`config.mk`:
```
export PLATFORM = sky130hd
export DESIGN_NAME = scaled_sprite_blitter
export DESIGN_NICKNAME = d
export VERILOG_FILES = /design/src/hw/rtl/ssb_pkg.sv /design/src/hw/rtl/ssb_front.sv /design/src/hw/rtl/ssb_queue.sv /design/src/hw/rtl/ssb_back.sv /design/src/hw/rtl/scaled_sprite_blitter.sv
export SDC_FILE = /design/constraint.sdc
export NUM_CORES = 1
export LEC_CHECK = 0
export BUFFER_PORTS_ARGS = -buffer_cell sky130_fd_sc_hd__buf_2
export CORE_ASPECT_RATIO = 1.75
export CORE_MARGIN = 2
export CORE_UTILIZATION = 45
export DETAILED_ROUTE_END_ITERATION = 16
export PLACE_DENSITY_LB_ADDON = 0.05
export SYNTH_ARGS = -nofsm -noshare
export SYNTH_HDL_FRONTEND = slang
export SYNTH_HIERARCHICAL = 1
export SYNTH_SLANG_ARGS = --single-unit
```
`constraint.sdc`:
```
create_clock -name aclk -period 10.3 [get_ports aclk]
set_input_delay 0.515 -clock aclk [delete_from_list [all_inputs] [get_ports aclk]]
set_output_delay 0.515 -clock aclk [all_outputs]
set_load 0.05 [all_outputs]
```
`src/hw/rtl/ssb_pkg.sv`:
```
// Shared types and constants of the scaled sprite blitter.
// Used by every module of the block; depends on nothing.
package ssb_pkg;

    localparam int SPRITE_MAX  = 32;
    localparam int SCALE_MAX   = 8;
    localparam int CANVAS_MAX  = 1024;
    localparam int QUEUE_DEPTH = 4;

    localparam int COLOR_W    = 16;
    localparam int ADDR_W     = 20;
    localparam int CFG_DATA_W = 11;
    localparam int ORG_W      = 11;
    localparam int CANVAS_F_W = 11;
    localparam int SIZE_F_W   = 6;
    localparam int SCALE_F_W  = 4;

    localparam int POS_W    = (SPRITE_MAX > 1) ? $clog2(SPRITE_MAX) : 1;
    localparam int SIZE_W   = $clog2(SPRITE_MAX + 1);
    localparam int SCALE_W  = $clog2(SCALE_MAX + 1);
    localparam int CANVAS_W = $clog2(CANVAS_MAX + 1);
    localparam int XY_W     = (CANVAS_MAX > 1) ? $clog2(CANVAS_MAX) : 1;
    localparam int G_W      = 14;

    localparam int RST_WIDTH  = 320;
    localparam int RST_HEIGHT = 240;
    localparam int RST_SIZE   = 32;
    localparam int RST_SCALE  = 1;

    typedef enum logic [2:0] {
        REG_CANVAS_WIDTH  = 3'd0,
        REG_CANVAS_HEIGHT = 3'd1,
        REG_ORIGIN_X      = 3'd2,
        REG_ORIGIN_Y      = 3'd3,
        REG_SPRITE_SIZE   = 3'd4,
        REG_SCALE_FACTOR  = 3'd5,
        REG_CENTRED       = 3'd6
    } cfg_index_t;

    // Configuration as held, already clamped to legal ranges.
    typedef struct packed {
        logic [CANVAS_W-1:0]     width;
        logic [CANVAS_W-1:0]     height;
        logic signed [ORG_W-1:0] org_x;
        logic signed [ORG_W-1:0] org_y;
        logic [SIZE_W-1:0]       size;
        logic [SCALE_W-1:0]      scale;
        logic                    centred;
    } cfg_t;

    typedef struct packed {
        logic [COLOR_W-1:0] color;
        logic               opaque;
    } pix_in_t;

    typedef struct packed {
        logic [ADDR_W-1:0]  address;
        logic [COLOR_W-1:0] pixel;
        logic               last;
    } pix_out_t;

    // Clipped write block: top-left canvas position and extent.
    typedef struct packed {
        logic [XY_W-1:0]    gx;
        logic [XY_W-1:0]    gy;
        logic [SCALE_W-1:0] cnt_x;
        logic [SCALE_W-1:0] cnt_y;
        logic [COLOR_W-1:0] color;
    } cmd_t;

endpackage

```
`src/hw/rtl/ssb_front.sv`:
```
// Front end: source position tracking, block placement and clipping.
// Uses ssb_pkg; feeds clipped write blocks to the command queue.
module ssb_front (
    input  logic             aclk,
    input  logic             aresetn,
    input  ssb_pkg::cfg_t    cfg,
    input  logic             s_valid,
    output logic             s_ready,
    input  ssb_pkg::pix_in_t s_data,
    output logic             cmd_valid,
    input  logic             cmd_ready,
    output ssb_pkg::cmd_t    cmd_data
);
    import ssb_pkg::*;

    localparam int CMP_W = SIZE_W + 1;

    typedef struct packed {
        logic               ok;
        logic [XY_W-1:0]    start;
        logic [SCALE_W-1:0] cnt;
    } axis_t;

    function automatic axis_t clip_axis(logic signed [G_W-1:0] g0,
                                        logic [CANVAS_W-1:0] lim,
                                        logic [SCALE_W-1:0] k);
        logic signed [G_W-1:0] g_end;
        logic signed [G_W-1:0] lim_m1;
        logic signed [G_W-1:0] lo_c;
        logic signed [G_W-1:0] hi_c;
        logic signed [G_W-1:0] span;
        axis_t r;
        g_end  = g0 + $signed(G_W'(k)) - $signed(G_W'(1));
        lim_m1 = $signed(G_W'(lim)) - $signed(G_W'(1));
        lo_c   = (g0 < 0) ? '0 : g0;
        hi_c   = (g_end > lim_m1) ? lim_m1 : g_end;
        span   = hi_c - lo_c + $signed(G_W'(1));
        r.ok    = (hi_c >= lo_c);
        r.start = XY_W'(lo_c);
        r.cnt   = SCALE_W'(span);
        return r;
    endfunction

    logic [POS_W-1:0] col_reg, row_reg, col_next, row_next;
    logic [POS_W-1:0] col_eff, row_eff;
    logic             s_fire;

    logic [SIZE_W+SCALE_W-1:0] nk;
    logic [POS_W+SCALE_W-1:0]  colk, rowk;
    logic signed [G_W-1:0]     half_s, gx0, gy0;

    logic                  a_vld_reg;
    logic signed [G_W-1:0] a_gx_reg, a_gy_reg;
    logic [COLOR_W-1:0]    a_color_reg;
    logic                  a_adv;
    axis_t                 ax, ay;

    assign s_fire = s_valid && s_ready;

    always_comb begin
        // A position left beyond a shrunken sprite restarts at zero.
        col_eff = (CMP_W'(col_reg) >= CMP_W'(cfg.size)) ? '0 : col_reg;
        row_eff = (CMP_W'(row_reg) >= CMP_W'(cfg.size)) ? '0 : row_reg;
        if (CMP_W'(col_eff) + CMP_W'(1) >= CMP_W'(cfg.size)) begin
            col_next = '0;
            row_next = (CMP_W'(row_eff) + CMP_W'(1) >= CMP_W'(cfg.size)) ? '0
                     : POS_W'(row_eff + POS_W'(1));
        end else begin
            col_next = POS_W'(col_eff + POS_W'(1));
            row_next = row_eff;
        end
    end

    always_comb begin
        nk     = (SIZE_W+SCALE_W)'(cfg.size) * (SIZE_W+SCALE_W)'(cfg.scale);
        colk   = (POS_W+SCALE_W)'(col_eff) * (POS_W+SCALE_W)'(cfg.scale);
        rowk   = (POS_W+SCALE_W)'(row_eff) * (POS_W+SCALE_W)'(cfg.scale);
        half_s = cfg.centred ? $signed(G_W'(nk >> 1)) : '0;
        gx0    = G_W'($signed(cfg.org_x)) - half_s + $signed(G_W'(colk));
        gy0    = G_W'($signed(cfg.org_y)) - half_s + $signed(G_W'(rowk));
    end

    always_comb begin
        ax = clip_axis(a_gx_reg, cfg.width, cfg.scale);
        ay = clip_axis(a_gy_reg, cfg.height, cfg.scale);
        cmd_valid = a_vld_reg && ax.ok && ay.ok;
        // Drop a block that lies wholly off the canvas without a queue slot.
        a_adv     = a_vld_reg && (!(ax.ok && ay.ok) || cmd_ready);
        s_ready   = !a_vld_reg || a_adv;
        cmd_data  = '{gx: ax.start, gy: ay.start, cnt_x: ax.cnt, cnt_y: ay.cnt,
                      color: a_color_reg};
    end

    always_ff @(posedge aclk) begin
        if (!aresetn) begin
            col_reg   <= '0;
            row_reg   <= '0;
            a_vld_reg <= 1'b0;
        end else begin
            if (s_fire) begin
                col_reg <= col_next;
                row_reg <= row_next;
            end
            if (s_fire && s_data.opaque) begin
                a_vld_reg <= 1'b1;
            end else if (a_adv) begin
                a_vld_reg <= 1'b0;
            end
        end
    end

    always_ff @(posedge aclk) begin
        if (s_fire && s_data.opaque) begin
            a_gx_reg    <= gx0;
            a_gy_reg    <= gy0;
            a_color_reg <= s_data.color;
        end
    end

endmodule

```
`src/hw/rtl/ssb_queue.sv`:
```
// Short command queue between front and back end.
// Uses ssb_pkg for the command type and depth.
module ssb_queue (
    input  logic          aclk,
    input  logic          aresetn,
    input  logic          in_valid,
    output logic          in_ready,
    input  ssb_pkg::cmd_t in_data,
    output logic          out_valid,
    input  logic          out_ready,
    output ssb_pkg::cmd_t out_data
);
    import ssb_pkg::*;

    localparam int PTR_W = (QUEUE_DEPTH > 1) ? $clog2(QUEUE_DEPTH) : 1;
    localparam int CNT_W = $clog2(QUEUE_DEPTH + 1);

    cmd_t             slot_reg [QUEUE_DEPTH];
    logic [PTR_W-1:0] wr_ptr_reg, rd_ptr_reg;
    logic [CNT_W-1:0] count_reg;
    logic             push, pop;

    assign in_ready  = (count_reg != CNT_W'(QUEUE_DEPTH));
    assign out_valid = (count_reg != '0);
    assign out_data  = slot_reg[rd_ptr_reg];
    assign push      = in_valid && in_ready;
    assign pop       = out_valid && out_ready;

    always_ff @(posedge aclk) begin
        if (!aresetn) begin
            wr_ptr_reg <= '0;
            rd_ptr_reg <= '0;
            count_reg  <= '0;
        end else begin
            if (push) begin
                wr_ptr_reg <= (wr_ptr_reg == PTR_W'(QUEUE_DEPTH - 1)) ? '0
                            : PTR_W'(wr_ptr_reg + PTR_W'(1));
            end
            if (pop) begin
                rd_ptr_reg <= (rd_ptr_reg == PTR_W'(QUEUE_DEPTH - 1)) ? '0
                            : PTR_W'(rd_ptr_reg + PTR_W'(1));
            end
            if (push && !pop) begin
                count_reg <= CNT_W'(count_reg + CNT_W'(1));
            end else if (pop && !push) begin
                count_reg <= CNT_W'(count_reg - CNT_W'(1));
            end
        end
    end

    always_ff @(posedge aclk) begin
        if (push) begin
            slot_reg[wr_ptr_reg] <= in_data;
        end
    end

endmodule

```
`src/hw/rtl/ssb_back.sv`:
```
// Back end: row base address, write walker over a clipped block, output register.
// Uses ssb_pkg; takes commands from the queue and drives the write channel.
module ssb_back (
    input  logic              aclk,
    input  logic              aresetn,
    input  ssb_pkg::cfg_t     cfg,
    input  logic              cmd_valid,
    output logic              cmd_ready,
    input  ssb_pkg::cmd_t     cmd_data,
    output logic              m_valid,
    input  logic              m_ready,
    output ssb_pkg::pix_out_t m_data
);
    import ssb_pkg::*;

    localparam int PROD_W = XY_W + CANVAS_W + 1;

    logic [PROD_W-1:0]  base_full;

    logic               p_vld_reg;
    logic [ADDR_W-1:0]  p_base_reg;
    logic [SCALE_W-1:0] p_cnt_x_reg, p_cnt_y_reg;
    logic [COLOR_W-1:0] p_color_reg;

    logic               w_act_reg;
    logic [ADDR_W-1:0]  w_addr_reg, w_row_reg, w_row_next;
    logic [SCALE_W-1:0] w_dx_reg, w_dy_reg, w_cnt_x_reg, w_cnt_y_reg;
    logic [COLOR_W-1:0] w_color_reg;

    logic               m_valid_reg;
    pix_out_t           m_data_reg;

    logic out_take, w_step, x_last, y_last, w_done, w_load, p_load;

    assign m_valid = m_valid_reg;
    assign m_data  = m_data_reg;

    always_comb begin
        base_full  = PROD_W'(cmd_data.gy) * PROD_W'(cfg.width) + PROD_W'(cmd_data.gx);
        w_row_next = ADDR_W'(w_row_reg + ADDR_W'(cfg.width));
        out_take   = !m_valid_reg || m_ready;
        w_step     = w_act_reg && out_take;
        x_last     = (SCALE_W'(w_dx_reg + SCALE_W'(1)) == w_cnt_x_reg);
        y_last     = (SCALE_W'(w_dy_reg + SCALE_W'(1)) == w_cnt_y_reg);
        w_done     = w_step && x_last && y_last;
        // Reload the walker in the cycle its last write goes out.
        w_load     = p_vld_reg && (!w_act_reg || w_done);
        cmd_ready  = !p_vld_reg || w_load;
        p_load     = cmd_valid && cmd_ready;
    end

    always_ff @(posedge aclk) begin
        if (!aresetn) begin
            p_vld_reg   <= 1'b0;
            w_act_reg   <= 1'b0;
            m_valid_reg <= 1'b0;
        end else begin
            if (p_load) begin
                p_vld_reg <= 1'b1;
            end else if (w_load) begin
                p_vld_reg <= 1'b0;
            end
            if (w_load) begin
                w_act_reg <= 1'b1;
            end else if (w_done) begin
                w_act_reg <= 1'b0;
            end
            if (w_step) begin
                m_valid_reg <= 1'b1;
            end else if (m_ready) begin
                m_valid_reg <= 1'b0;
            end
        end
    end

    always_ff @(posedge aclk) begin
        if (p_load) begin
            p_base_reg  <= ADDR_W'(base_full);
            p_cnt_x_reg <= cmd_data.cnt_x;
            p_cnt_y_reg <= cmd_data.cnt_y;
            p_color_reg <= cmd_data.color;
        end
        if (w_load) begin
            w_addr_reg  <= p_base_reg;
            w_row_reg   <= p_base_reg;
            w_dx_reg    <= '0;
            w_dy_reg    <= '0;
            w_cnt_x_reg <= p_cnt_x_reg;
            w_cnt_y_reg <= p_cnt_y_reg;
            w_color_reg <= p_color_reg;
        end else if (w_step) begin
            if (x_last) begin
                w_dx_reg   <= '0;
                w_dy_reg   <= SCALE_W'(w_dy_reg + SCALE_W'(1));
                w_row_reg  <= w_row_next;
                w_addr_reg <= w_row_next;
            end else begin
                w_dx_reg   <= SCALE_W'(w_dx_reg + SCALE_W'(1));
                w_addr_reg <= ADDR_W'(w_addr_reg + ADDR_W'(1));
            end
        end
        if (w_step) begin
            m_data_reg <= '{address: w_addr_reg, pixel: w_color_reg,
                            last: x_last && y_last};
        end
    end

endmodule

```
`src/hw/rtl/scaled_sprite_blitter.sv`:
```
// Scaled sprite blitter top level: configuration registers, front end, queue, back end.
// The back-end walker makes one canvas write per cycle while m_ready does not stall it;
// an opaque pixel yields as many writes as survive clipping (scale squared, 64 at most).
// Transparent or fully clipped pixels are taken one per cycle while the front end is not
// held by a block waiting for a queue slot, and cost no write slot.
// Reset (aresetn low, synchronous) clears position, queue and pipeline; registers default.
module scaled_sprite_blitter (
    input  logic                        aclk,
    input  logic                        aresetn,
    input  logic                        s_valid,
    output logic                        s_ready,
    input  ssb_pkg::pix_in_t            s_data,
    output logic                        m_valid,
    input  logic                        m_ready,
    output ssb_pkg::pix_out_t           m_data,
    input  logic                        cfg_valid,
    output logic                        cfg_ready,
    input  ssb_pkg::cfg_index_t         cfg_index,
    input  logic [ssb_pkg::CFG_DATA_W-1:0] cfg_data
);
    import ssb_pkg::*;

    cfg_t cfg_reg;
    logic cmd_f_valid, cmd_f_ready, cmd_b_valid, cmd_b_ready;
    cmd_t cmd_f_data, cmd_b_data;

    logic [CANVAS_F_W-1:0] raw_canvas;
    logic [SIZE_F_W-1:0]   raw_size;
    logic [SCALE_F_W-1:0]  raw_scale;
    logic [CANVAS_W-1:0]   canvas_clamped;
    logic [SIZE_W-1:0]     size_clamped;
    logic [SCALE_W-1:0]    scale_clamped;

    assign cfg_ready = 1'b1;

    always_comb begin
        raw_canvas = cfg_data[CANVAS_F_W-1:0];
        raw_size   = cfg_data[SIZE_F_W-1:0];
        raw_scale  = cfg_data[SCALE_F_W-1:0];
        // Zero acts as one, anything above the maximum as the maximum.
        if (raw_canvas == '0) begin
            canvas_clamped = CANVAS_W'(1);
        end else if (raw_canvas > CANVAS_MAX) begin
            canvas_clamped = CANVAS_W'(CANVAS_MAX);
        end else begin
            canvas_clamped = CANVAS_W'(raw_canvas);
        end
        if (raw_size == '0) begin
            size_clamped = SIZE_W'(1);
        end else if (raw_size > SPRITE_MAX) begin
            size_clamped = SIZE_W'(SPRITE_MAX);
        end else begin
            size_clamped = SIZE_W'(raw_size);
        end
        if (raw_scale == '0) begin
            scale_clamped = SCALE_W'(1);
        end else if (raw_scale > SCALE_MAX) begin
            scale_clamped = SCALE_W'(SCALE_MAX);
        end else begin
            scale_clamped = SCALE_W'(raw_scale);
        end
    end

    always_ff @(posedge aclk) begin
        if (!aresetn) begin
            cfg_reg.width   <= CANVAS_W'(RST_WIDTH);
            cfg_reg.height  <= CANVAS_W'(RST_HEIGHT);
            cfg_reg.org_x   <= '0;
            cfg_reg.org_y   <= '0;
            cfg_reg.size    <= SIZE_W'(RST_SIZE);
            cfg_reg.scale   <= SCALE_W'(RST_SCALE);
            cfg_reg.centred <= 1'b0;
        end else if (cfg_valid && cfg_ready) begin
            unique case (cfg_index)
                REG_CANVAS_WIDTH:  cfg_reg.width   <= canvas_clamped;
                REG_CANVAS_HEIGHT: cfg_reg.height  <= canvas_clamped;
                REG_ORIGIN_X:      cfg_reg.org_x   <= $signed(cfg_data[ORG_W-1:0]);
                REG_ORIGIN_Y:      cfg_reg.org_y   <= $signed(cfg_data[ORG_W-1:0]);
                REG_SPRITE_SIZE:   cfg_reg.size    <= size_clamped;
                REG_SCALE_FACTOR:  cfg_reg.scale   <= scale_clamped;
                REG_CENTRED:       cfg_reg.centred <= cfg_data[0];
                default: begin
                    // drop writes to unmapped indexes
                end
            endcase
        end
    end

    ssb_front u_front (
        .aclk      (aclk),
        .aresetn   (aresetn),
        .cfg       (cfg_reg),
        .s_valid   (s_valid),
        .s_ready   (s_ready),
        .s_data    (s_data),
        .cmd_valid (cmd_f_valid),
        .cmd_ready (cmd_f_ready),
        .cmd_data  (cmd_f_data)
    );

    ssb_queue u_queue (
        .aclk      (aclk),
        .aresetn   (aresetn),
        .in_valid  (cmd_f_valid),
        .in_ready  (cmd_f_ready),
        .in_data   (cmd_f_data),
        .out_valid (cmd_b_valid),
        .out_ready (cmd_b_ready),
        .out_data  (cmd_b_data)
    );

    ssb_back u_back (
        .aclk      (aclk),
        .aresetn   (aresetn),
        .cfg       (cfg_reg),
        .cmd_valid (cmd_b_valid),
        .cmd_ready (cmd_b_ready),
        .cmd_data  (cmd_b_data),
        .m_valid   (m_valid),
        .m_ready   (m_ready),
        .m_data    (m_data)
    );

endmodule

```
==> results_dict.tcl <==
set metrics [dict create \
    layout.nets 3058 \
    synth_edf_count 363 \
    busiest_layer "met2" \
    initial_utilization_pct 45.5 \
    cts.sinks 449 \
    gr-usage-met2_pct 45.0 \
    rrSetupSlack_ns 0.73 \
    cts_tree "done" \
    synthesis.instances 2580 \
    firstDrtPassIters 7 \
    syn_to_final_growth_pct 9.87 \
    ir_worst_vdd_uv 131 \
    rsz0062_at_grt "false" \
    die_x_um 195 \
    p_leak_nw 13.1 \
    htreeDepth 2 \
    synthMuxAreaShare_pct 4.20 \
    drc 0 \
    endpoint_kind "flop" \
    period_share_pct 92.9 \
    hold_violations 0 \
    fin_crit_ns 9.57 \
    relSlewSlack_pct 36.9 \
    p_per_area_nw_per_um2 251 \
    fin_cells 3486 \
    worstMarginPinSlew_ns 0.947 \
    tns_ns 0 \
    drive_above_1_share_pct 9.85 \
    ios 76 \
    drt-initial-drc-count 785 \
    max_freq_ghz 0.105 \
    ys_seq_area_share_pct 43.9 \
    ctsHoldBuffers 0 \
    max_stage_delay_ns 0.70 \
    synth_ff_type "edfxtp_1" \
    worstPathMaxFanout 14 \
    post_cts_buffers 0 \
    start_kind "flop" \
    synth_fa_ha_area_share_pct 19.9 \
    io_buffers 74 \
    synth.avg_cell_area_um2 11.1 \
    min_path_type "in -> reg" \
    fp.dieH_um 338 \
    setup_viol 0 \
    postSynth.asyncResetShare_pct 0 \
    overflow 0 \
    synth_nets 2996 \
    finalMaxSlewViolations 0 \
    coreArea_um2 63200 \
    yosys-top-cells-count "edfxtp_1, nand2_1, inv_1" \
    hpwl_mm 59.0 \
    synth.most_common_cell "edfxtp_1" \
    finalClockSkew_ns 0.0339 \
    path_class "reg -> reg" \
    cts_buffer_depth 3 \
    via_count 19200 \
    synth_largest_area_cell "edfxtp_1" \
    finalInstanceArea_um2 31600 \
    gp_congestion 0.935 \
    antenna_found_initial 0 \
    synthSimpleGateAreaFrac_pct 12.9 \
    outcome "completed" \
    largest_register_ff_count 176 \
    synth_top_area_share_pct 37.9 \
    die-area_um2 66000 \
    cpMostUsedCell "ha_1" \
    cts.clk_slew.worst_paths_ns 0.06 \
    synth_compound_area_share_pct 9.52 \
    cp.required_ns 10.82 \
    cp_slowest_cell "nor2_1" \
    postRouteAntennaNets 0 \
    critPathArrivalTime_ns 10.09 \
    syn-cell-area_um2 28700 \
    yosysWarnings 6 \
    yosysUniqueCellTypes 103 \
    root_buffer "clkbuf_16" \
    use_met1_pct 21.5 \
    placed_cells 3400 \
    grt.met3_usage_pct 2.65 \
    grt_first_pass_wirelength_mm 115 \
    postRouteWirelength_mm 75.0 \
    viasPerCell 5.50 \
    cts_buffers 46 \
    grt_pass1_vias 20500 \
    antenna_cells 0 \
    track_usage_pct 23.1 \
    post_cts_resized 0 \
    netlist_top_cells_area "edfxtp_1, ha_1, fa_1" \
    utilization_pct 50.0 \
    insertion_delay_ns 0.61 \
    rows 122 \
    wl_per_cell_um 21.5 \
    synth_seq_cells 449 \
    synth_top_family_by_area "adder cells" \
    dpl_cell_area_um2 29900 \
    grt_max_degree 58 \
    cap_violations 0 \
    synth_xor_xnor_area_share_pct 4.37 \
]
## per-stage QoR
stage | hold WS [ns] | setup slack [ns] | power, W
after floorplan | 0.400 | 1.97 | 0.00533
after global placement | 0.401 | 1.06 | 0.00612
after global routing | 0.0342 | 0.0218 | 0.00853
after CTS | 0.0281 | 0.758 | 0.00804
after detailed placement | 0.405 | 0.798 | 0.00618
final | 0.0781 | 0.731 | 0.00793
## where the power goes
part	internal, W	total, W	switching, W
Sequential	0.00254	0.00276	0.000218
Clock	0.00104	0.00180	0.000762
Combinational	0.00130	0.00336	0.00206
Total	0.00489	0.00793	0.00304
## layout by cell type, fill, tap and decap left out, drive strengths merged, types with 22 or more instances in the layout
cell,count
ha,255
clkinv,24
a21o,51
xnor2,93
and2,71
nand3,49
nand2,329
xor2,45
a21oi,141
o21ai,73
nor2,124
and3,22
fa,125
buf,99
edfxtp,363
nor3,31
mux4,44
clkbuf,51
nand2b,27
dfxtp,86
inv,295
## final cells by class
cell class	instances	area [um^2]
clock buffer	51	1170
clock inverter	35	477
fill	5790	31600
inverter	294	1110
multi-input combinational	1752	14600
sequential	449	12600
tap	806	1010
timing repair buffer	99	571
## critical path: cells and delay by family, from the launching register on
family | cells | cell delay (ns)
buffers and inverters | 3 | 0.31
AOI/OAI and AO/OA | 10 | 2.09
adders and majority gates | 6 | 2.15
muxes | 1 | 0.21
and+or+nand+nor | 12 | 3.57
xor gates and xnor gates | 2 | 0.55
DFF | 1 | 0.58
## worst paths after layout
| check | from | end | cells past startpoint |
|---|---|---|---|
| worst max-delay path | cfg_reg[3]$_SDFFE_PN0P_ | u_queue/count_reg[2]$_SDFFE_PN0P_ | 34 |
| worst min-delay path | s_data[9] | u_front/a_color_reg[8]$_DFFE_PP_ | 1 |
| worst max register to register | cfg_reg[3]$_SDFFE_PN0P_ | u_queue/count_reg[2]$_SDFFE_PN0P_ | 34 |
| worst min register to register | u_back/p_color_reg[15]$_DFFE_PP_ | u_back/w_color_reg[15]$_DFFE_PP_ | 0 |
## routing by layer
layer | routed length (um) | vias up
li1 | - | 9162
met1 | 25000 | 9369
met2 | 41300 | 404
met3 | 1990 | 223
met4 | 6690 | 0
met5 | 0 | -
## kinds of logic after synthesis
group,Yosys count
AND/OR/NAND/NOR,756
flip-flops,449
AO/OA/AOI/OAI,409
adder cells (fa/ha/maj),381
buffers and inverters,379
XOR/XNOR,140
multiplexers,65
other,1
(Power assumes the default switching activity.)
